`config.mk`:
```
export PLATFORM = sky130hd
export DESIGN_NAME = wildcard_glob_matcher
export DESIGN_NICKNAME = d
export VERILOG_FILES = /design/src/rtl/wgm_pkg.sv /design/src/rtl/wgm_mask_store.sv /design/src/rtl/wgm_nfa.sv /design/src/rtl/wildcard_glob_matcher.sv
export SDC_FILE = /design/constraint.sdc
export NUM_CORES = 1
export LEC_CHECK = 0
export BUFFER_PORTS_ARGS = -buffer_cell sky130_fd_sc_hd__buf_4
export CORE_MARGIN = 10
export CORE_UTILIZATION = 45
export CTS_BUF_LIST = sky130_fd_sc_hd__clkbuf_2 sky130_fd_sc_hd__clkbuf_4 sky130_fd_sc_hd__clkbuf_8
export CTS_CLUSTER_DIAMETER = 120
export CTS_CLUSTER_SIZE = 10
export DETAILED_ROUTE_END_ITERATION = 8
export GPL_TIMING_DRIVEN = 0
export PLACE_DENSITY_LB_ADDON = 0.25
export SLEW_MARGIN = 10
export SYNTH_ARGS = -nofsm -noshare
export SYNTH_HDL_FRONTEND = slang
export SYNTH_SLANG_ARGS = --single-unit
export TNS_END_PERCENT = 30
```
`constraint.sdc`:
```
create_clock -name clk -period 12.62 [get_ports clk]
set_clock_uncertainty 0.05 [all_clocks]
set_input_delay 0.631 -clock clk [delete_from_list [all_inputs] [get_ports clk]]
set_output_delay 0.631 -clock clk [all_outputs]
set_load 0.01 [all_outputs]
```
`src/rtl/wgm_pkg.sv`:
```
// types, constants and helpers of the wildcard glob matcher
package wgm_pkg;

  // default mask capacity in bytes
  localparam int MASK_MAX_DEF = 32;

  // wildcard characters
  localparam logic [7:0] CH_STAR  = 8'h2A;
  localparam logic [7:0] CH_QMARK = 8'h3F;
  localparam logic [7:0] CH_UPPER_A = 8'h41;
  localparam logic [7:0] CH_UPPER_Z = 8'h5A;
  localparam logic [7:0] CASE_OFFSET = 8'h20;

  // operation codes of an input transaction
  typedef enum logic [1:0] {
    FN_CLEAR   = 2'd0,
    FN_APPEND  = 2'd1,
    FN_SUBJECT = 2'd2,
    FN_END     = 2'd3
  } func_t;

  typedef struct packed {
    func_t      func;
    logic [7:0] symbol;
  } in_item_t;

  typedef struct packed {
    logic matched;
    logic mask_overflow;
  } out_item_t;

  // per-cycle operation strobes handed to the mask store and the position tracker
  typedef struct packed {
    logic clear;
    logic append;
    logic feed;
    logic finish;
  } wgm_ctrl_t;

  // lower A-Z when folding is enabled
  function automatic logic [7:0] fold_byte(input logic [7:0] b, input logic fold);
    logic [7:0] r;
    r = b;
    if (fold && (b >= CH_UPPER_A) && (b <= CH_UPPER_Z)) begin
      r = b + CASE_OFFSET;
    end
    return r;
  endfunction

endpackage

```
`src/rtl/wgm_mask_store.sv`:
```
// mask byte registers, mask length and overflow flag, per-position compare
module wgm_mask_store import wgm_pkg::*; #(
  parameter int MASK_MAX = MASK_MAX_DEF,
  parameter int LEN_W    = $clog2(MASK_MAX + 1)
) (
  input  logic                clk,
  input  logic                rst,
  input  wgm_ctrl_t           ctrl,
  input  logic [7:0]          symbol,
  input  logic                case_fold,
  output logic [LEN_W-1:0]    mask_len,
  output logic                overflow,
  output logic [MASK_MAX-1:0] star_p,
  output logic [MASK_MAX-1:0] hit
);

  logic [7:0]          mask_byte [MASK_MAX];
  logic [MASK_MAX-1:0] is_star;
  logic [MASK_MAX-1:0] is_any;
  logic [7:0]          subj_fold;

  // length and overflow bookkeeping
  always_ff @(posedge clk) begin
    if (rst) begin
      mask_len <= '0;
      overflow <= 1'b0;
    end else if (ctrl.clear) begin
      mask_len <= '0;
      overflow <= 1'b0;
    end else if (ctrl.append) begin
      if (mask_len < LEN_W'(MASK_MAX)) begin
        mask_len <= mask_len + LEN_W'(1);
      end else begin
        overflow <= 1'b1;
      end
    end
  end

  assign subj_fold = fold_byte(symbol, case_fold);

  // one entry per mask position, written at the current length
  for (genvar i = 0; i < MASK_MAX; i++) begin : g_entry
    always_ff @(posedge clk) begin
      if (ctrl.append && (mask_len == LEN_W'(i))) begin
        mask_byte[i] <= symbol;
        is_star[i]   <= (symbol == CH_STAR);
        is_any[i]    <= (symbol == CH_QMARK);
      end
    end

    // only positions below the length take part
    always_comb begin
      logic en;
      en = (LEN_W'(i) < mask_len);
      star_p[i] = en & is_star[i];
      hit[i]    = en & ~is_star[i] &
                  (is_any[i] | (fold_byte(mask_byte[i], case_fold) == subj_fold));
    end
  end

endmodule

```
`src/rtl/wgm_nfa.sv`:
```
// active position vector with star closure and parallel advance
module wgm_nfa import wgm_pkg::*; #(
  parameter int MASK_MAX = MASK_MAX_DEF,
  parameter int LEN_W    = $clog2(MASK_MAX + 1)
) (
  input  logic                clk,
  input  logic                rst,
  input  wgm_ctrl_t           ctrl,
  input  logic [LEN_W-1:0]    mask_len,
  input  logic                overflow,
  input  logic [MASK_MAX-1:0] star_p,
  input  logic [MASK_MAX-1:0] hit,
  output logic                matched
);

  localparam int N   = MASK_MAX + 1;
  localparam int LVL = (N > 1) ? $clog2(N) : 1;

  logic [N-1:0] active;
  logic [N-1:0] active_next;
  logic [N-1:0] cur;
  logic [N-1:0] adv;
  logic [N-1:0] g [LVL+1];
  logic [N-1:0] p [LVL+1];

  // star closure as a parallel prefix: a star passes activity to the next position
  always_comb begin
    int d;
    g[0] = active;
    p[0] = {star_p, 1'b0};
    for (int l = 0; l < LVL; l++) begin
      d = 1 << l;
      for (int j = 0; j < N; j++) begin
        if (j >= d) begin
          g[l+1][j] = g[l][j] | (p[l][j] & g[l][j-d]);
          p[l+1][j] = p[l][j] & p[l][j-d];
        end else begin
          g[l+1][j] = g[l][j];
          p[l+1][j] = p[l][j];
        end
      end
    end
    cur = g[LVL];
  end

  // stars hold their position, matching bytes step one position on
  assign adv = {1'b0, cur[MASK_MAX-1:0] & star_p} | {cur[MASK_MAX-1:0] & hit, 1'b0};

  assign matched = ~overflow & cur[mask_len];

  // position vector update
  always_comb begin
    active_next = active;
    if (ctrl.clear || ctrl.finish) begin
      active_next = N'(1);
    end else if (ctrl.feed) begin
      active_next = adv;
    end
  end

  always_ff @(posedge clk) begin
    if (rst) begin
      active <= N'(1);
    end else begin
      active <= active_next;
    end
  end

endmodule

```
`src/rtl/wildcard_glob_matcher.sv`:
```
// top level of the wildcard glob matcher
// Usage:
//   in channel  (in_valid / in_stall / in_data): one transaction per operation,
//     func selects clear mask, append mask byte, subject byte or end of subject.
//   out channel (out_valid / out_stall / out_data): one transaction per end of
//     subject, carrying matched and mask_overflow.
//   cfg channel (cfg_valid / cfg_ready / cfg_data): case fold bit, for the user
//     to write only while the block is idle, unenforced; cfg_ready always high.
// Path: an accepted end of subject waits in the input register, is evaluated
//   from it and loaded into the result register, which raises out_valid.
// Throughput: one transaction per cycle while in_stall is low; every mask
//   position advances in parallel from the active vector, the star closure
//   being a log-depth prefix over the position vector.
// Stalls: the result register holds while out_stall is high; clear, append and
//   subject transactions keep flowing, and in_stall rises only when an end of
//   subject finds the result register still occupied and stalled.
// Reset: empty mask, no overflow, only position zero active, case fold off,
//   no result pending.
module wildcard_glob_matcher import wgm_pkg::*; #(
  parameter int MASK_MAX = MASK_MAX_DEF
) (
  input  logic      clk,
  input  logic      rst,
  input  logic      in_valid,
  output logic      in_stall,
  input  in_item_t  in_data,
  output logic      out_valid,
  input  logic      out_stall,
  output out_item_t out_data,
  input  logic      cfg_valid,
  output logic      cfg_ready,
  input  logic      cfg_data
);

  localparam int LEN_W = $clog2(MASK_MAX + 1);

  logic                s1_valid;
  in_item_t            s1_item;
  logic                s1_go;
  wgm_ctrl_t           ctrl;
  logic                case_fold;
  logic [LEN_W-1:0]    mask_len;
  logic                overflow;
  logic [MASK_MAX-1:0] star_p;
  logic [MASK_MAX-1:0] hit;
  logic                matched;

  // configuration register
  assign cfg_ready = 1'b1;

  always_ff @(posedge clk) begin
    if (rst) begin
      case_fold <= 1'b0;
    end else if (cfg_valid && cfg_ready) begin
      case_fold <= cfg_data;
    end
  end

  // input register; only an end of subject waits for the result register
  assign s1_go    = s1_valid & ((s1_item.func != FN_END) | ~out_valid | ~out_stall);
  assign in_stall = s1_valid & ~s1_go;

  always_ff @(posedge clk) begin
    if (rst) begin
      s1_valid <= 1'b0;
    end else if (!in_stall) begin
      s1_valid <= in_valid;
    end
  end

  always_ff @(posedge clk) begin
    if (!in_stall && in_valid) begin
      s1_item <= in_data;
    end
  end

  // decode of the registered transaction
  always_comb begin
    ctrl = '0;
    if (s1_go) begin
      case (s1_item.func)
        FN_CLEAR:   ctrl.clear  = 1'b1;
        FN_APPEND:  ctrl.append = 1'b1;
        FN_SUBJECT: ctrl.feed   = 1'b1;
        FN_END:     ctrl.finish = 1'b1;
        default:    ctrl = '0;
      endcase
    end
  end

  wgm_mask_store #(
    .MASK_MAX (MASK_MAX),
    .LEN_W    (LEN_W)
  ) u_store (
    .clk       (clk),
    .rst       (rst),
    .ctrl      (ctrl),
    .symbol    (s1_item.symbol),
    .case_fold (case_fold),
    .mask_len  (mask_len),
    .overflow  (overflow),
    .star_p    (star_p),
    .hit       (hit)
  );

  wgm_nfa #(
    .MASK_MAX (MASK_MAX),
    .LEN_W    (LEN_W)
  ) u_nfa (
    .clk      (clk),
    .rst      (rst),
    .ctrl     (ctrl),
    .mask_len (mask_len),
    .overflow (overflow),
    .star_p   (star_p),
    .hit      (hit),
    .matched  (matched)
  );

  // result register
  always_ff @(posedge clk) begin
    if (rst) begin
      out_valid <= 1'b0;
    end else if (ctrl.finish) begin
      out_valid <= 1'b1;
    end else if (out_valid && !out_stall) begin
      out_valid <= 1'b0;
    end
  end

  always_ff @(posedge clk) begin
    if (ctrl.finish) begin
      out_data.matched       <= matched;
      out_data.mask_overflow <= overflow;
    end
  end

endmodule

```
==> results.cfg <==
[outcome]
status = finished clean

[floorplan]
die_area_um2 = 52410
die-height_um = 228.9
die_width_um = 228.9
initial_utilization = 0.4560
rows = 76
core_um2 = 43080
io_pins = 21

[clock_network]
cts_buffer_depth = 3
path_clk_slew_ps = 110
cts-root-buf = clkbuf_8
postCtsSetupBuffers = 0
cts_buffers = 43
clock-sinks = 375
cts_resized = 0
cts_hold_buffers = 0
cts_tree = built
clk_latency_ps = 640
cts.htree.levels = 2

[setup_path]
crit_fanout = 10
worstPathRequired_ps = 12920
setup.worst_path.start_class = flop
worstSetupEndpointType = flop
criticalPathCategory = reg2reg
worstPathArrival_ps = 6160

[detailed_routing]
vias_per_cell = 6.139
ant_nets = 0
drt_iter0_markers = 1423
vias = 15100
dr.pass1.iters = 5
drcViolationCount = 0
wl_mm = 61.20
avgRoutedWirePerCell_um = 24.88

[timing]
period_share = 0.4639
finalWorstSetupSlack_ps = 6766
relSlewSlack = 0.1123
hold_viol_final = 0
min_period_ps = 5854
tns_ps = 0
final-max-slew-violation-count = 0
tightest_slew_ps = 1332
fmax_mhz = 170.8
finalSetupViolCount = 0
rsz0062_at_grt = false
whs_ps = 137.0

[cells_and_area]
area_growth_pct = 11.31
drive_gt1_frac = 0.09979
final_cells = 2460
final_core_util = 0.5076
finalNetCount = 1894

[global_route]
globalRoute.totalOverflow = 0
grt_pass1_wl_mm = 90.76
grt_pass1_vias = 14560
grt_usage = 0.2282
antenna_found_initial = 1
grt_max_degree = 24

[placement]
pre_cts_ws_ps = 7064
dp_hpwl_mm = 43.70
gp_congestion = 1.053
dp_cells = 2381
io_buffers = 19

[logic_synthesis]
syn-num-nets = 1806
synth_seq_cells = 375
synth.avg_cell_area_um2 = 11.21
ys_seq_area_frac = 0.5513
synthesis.area_um2 = 19640
ys.flop_type = edfxtp_1
ys_async_sr_fraction = 0
syn_inst = 1753
synth_edf_count = 332
yosysWarningCount = 0
synthDistinctLibCells = 82

[power]
vdd_drop_max_uv = 61.61
seqPwrFrac = 0.571
switching_share = 0.2322
leakagePower_nw = 6.969
pwr-share-clk = 0.364
switchingPower_mw = 0.5536
p_int_mw = 1.831
pwr_density_cell_nw_per_um2 = 109.1
combPwrFrac = 0.065

[flow_run]
drv_cap = 0

[hold_path]
worstHoldPathType = in2reg
-- power groups by stage --
stage                     registers [mW]  logic [mW]  clock network (mW)
after global placement              1.41       0.124                   0
after floorplan                     1.39      0.0830                   0
after CTS                           1.36       0.156               0.884
final                               1.36       0.156               0.867
after detailed placement            1.39       0.155                   0
after global routing                1.36       0.166               0.928
-- cell usage after synthesis, drive strengths merged, types with 3 or more instances --
cell,number,area [um2]
edfxtp,332,9970
xnor2,184,1612
nor2,165,619.3
nor3,93,465.5
nand3,89,445.4
xor2,75,656.9
a21oi,73,369.1
nand2,73,276.5
o21ai,69,345.3
a31oi,50,319.1
dfxtp,43,860.8
a21o,41,307.8
buf,41,212.7
inv,41,153.9
nor4,40,250.2
clkbuf,37,138.9
ha,37,462.9
a311oi,31,271.5
or3,31,193.9
a211oi,24,185.2
a41oi,13,113.9
o211ai,12,95.09
nand4,10,62.56
and2,8,50.05
nor2b,8,57.55
o311ai,8,77.58
or2,8,50.05
a2111oi,7,80.08
a221oi,7,61.31
and3,7,43.79
nand2b,7,43.79
a21boi,6,45.05
a41o,6,60.06
o21a,6,45.04
o21bai,6,48.80
or4,6,48.80
o22ai,5,31.28
o31ai,5,52.55
nor3b,4,30.03
o221ai,4,35.03
a2111o,3,33.78
a2bb2oi,3,26.28
a32oi,3,26.28
mux2i,3,30.03
o311a,3,30.03
-- critical path: stages, from the launching register on --
cell and delay [ps]:
dfxtp_1 400, clkbuf_1 320, inv_1 290, clkbuf_1 510
ha_1 310, clkbuf_1 430, nor2b_1 250, o21ai_0 610
a211oi_1 240, o31ai_2 500, nand2_1 300, a21oi_1 570
o31ai_1 240, o211ai_1 260, a211o_1 160, a21oi_1 110
-- flip-flops by register name (all words and copies together) (netlist names) --
name / flops
u_nfa.active: 33
u_store.mask_len: 6
u_store.is_any: 32
s1_item: 10
out_data: 2
case_fold: 1
s1_valid: 1
u_store.is_star: 32
out_valid: 1
u_store.overflow: 1
u_store.mask_byte: 256
-- kinds of logic after synthesis --
logic type | count (synthesis) | share of synthesized area
and+or+nand+nor | 559 | 0.1391
AOI/OAI and AO/OA | 400 | 0.1431
DFF | 375 | 0.5513
xor gates and xnor gates | 259 | 0.1155
buffers and inverters | 119 | 0.02573
adders and majority gates | 37 | 0.02357
muxes | 3 | 0.001529
other | 1 | 0.0001909
-- layout by cell type, fill, tap and decap left out, types with 10 or more instances in the layout --
| master | instances |
|---|---|
| edfxtp_1 | 332 |
| xnor2_1 | 184 |
| nor2_1 | 164 |
| nand3_1 | 89 |
| nor3_1 | 86 |
| xor2_1 | 75 |
| a21oi_1 | 72 |
| nand2_1 | 72 |
| o21ai_0 | 64 |
| a31oi_1 | 49 |
| clkbuf_8 | 45 |
| dfxtp_1 | 43 |
| inv_1 | 41 |
| a21o_1 | 41 |
| nor4_1 | 38 |
| clkbuf_1 | 37 |
| ha_1 | 37 |
| buf_4 | 32 |
| clkbuf_4 | 32 |
| or3_1 | 31 |
| a311oi_1 | 31 |
| a211oi_1 | 23 |
| buf_2 | 19 |
| a41oi_1 | 13 |
| buf_1 | 12 |
| o211ai_1 | 11 |
| nand4_1 | 10 |
-- final cells by class --
type | count | area [um2]
Sequential cell | 375 | 10830
Clock buffer | 77 | 859.6
Buffer | 78 | 356.6
Inverter | 41 | 153.9
Timing Repair Buffer | 43 | 555.5
Tap cell | 585 | 732.0
Clock inverter | 1 | 7.507
Antenna cell | 1 | 2.502
Fill cell | 3832 | 21210
Multi-Input combinational cell | 1259 | 8368
-- routing by layer --
metal | GRT usage | wire length [um] | part of all wire | up-vias
met5 | 0 | 0 | 0 | -
met3 | 0.04083 | 4699 | 0.077 | 143
li1 | - | - | - | 6820
met4 | 0.1068 | 2955 | 0.048 | 0
met2 | 0.3681 | 28040 | 0.46 | 658
met1 | 0.2933 | 25510 | 0.42 | 7482
-- worst paths after layout --
path	startpoint	end	slack (ps)	cells past startpoint
max	u_store.mask_len[1]	out_data[1]	6770	15
min	in_data[8]	s1_item[8]	140	1
min reg2reg	u_nfa.active[32]	u_nfa.active[32]	410	2
max reg2reg	u_store.mask_len[1]	out_data[1]	6770	15
-- per-stage QoR --
stage                     area (um2)  power (mW)
after floorplan                19640       1.471
after detailed placement       20980       1.544
final                          21870       2.385
after global placement         20520       1.530
after CTS                      21840       2.401
after global routing           21870       2.456
Power figures use the tool's default switching activity.
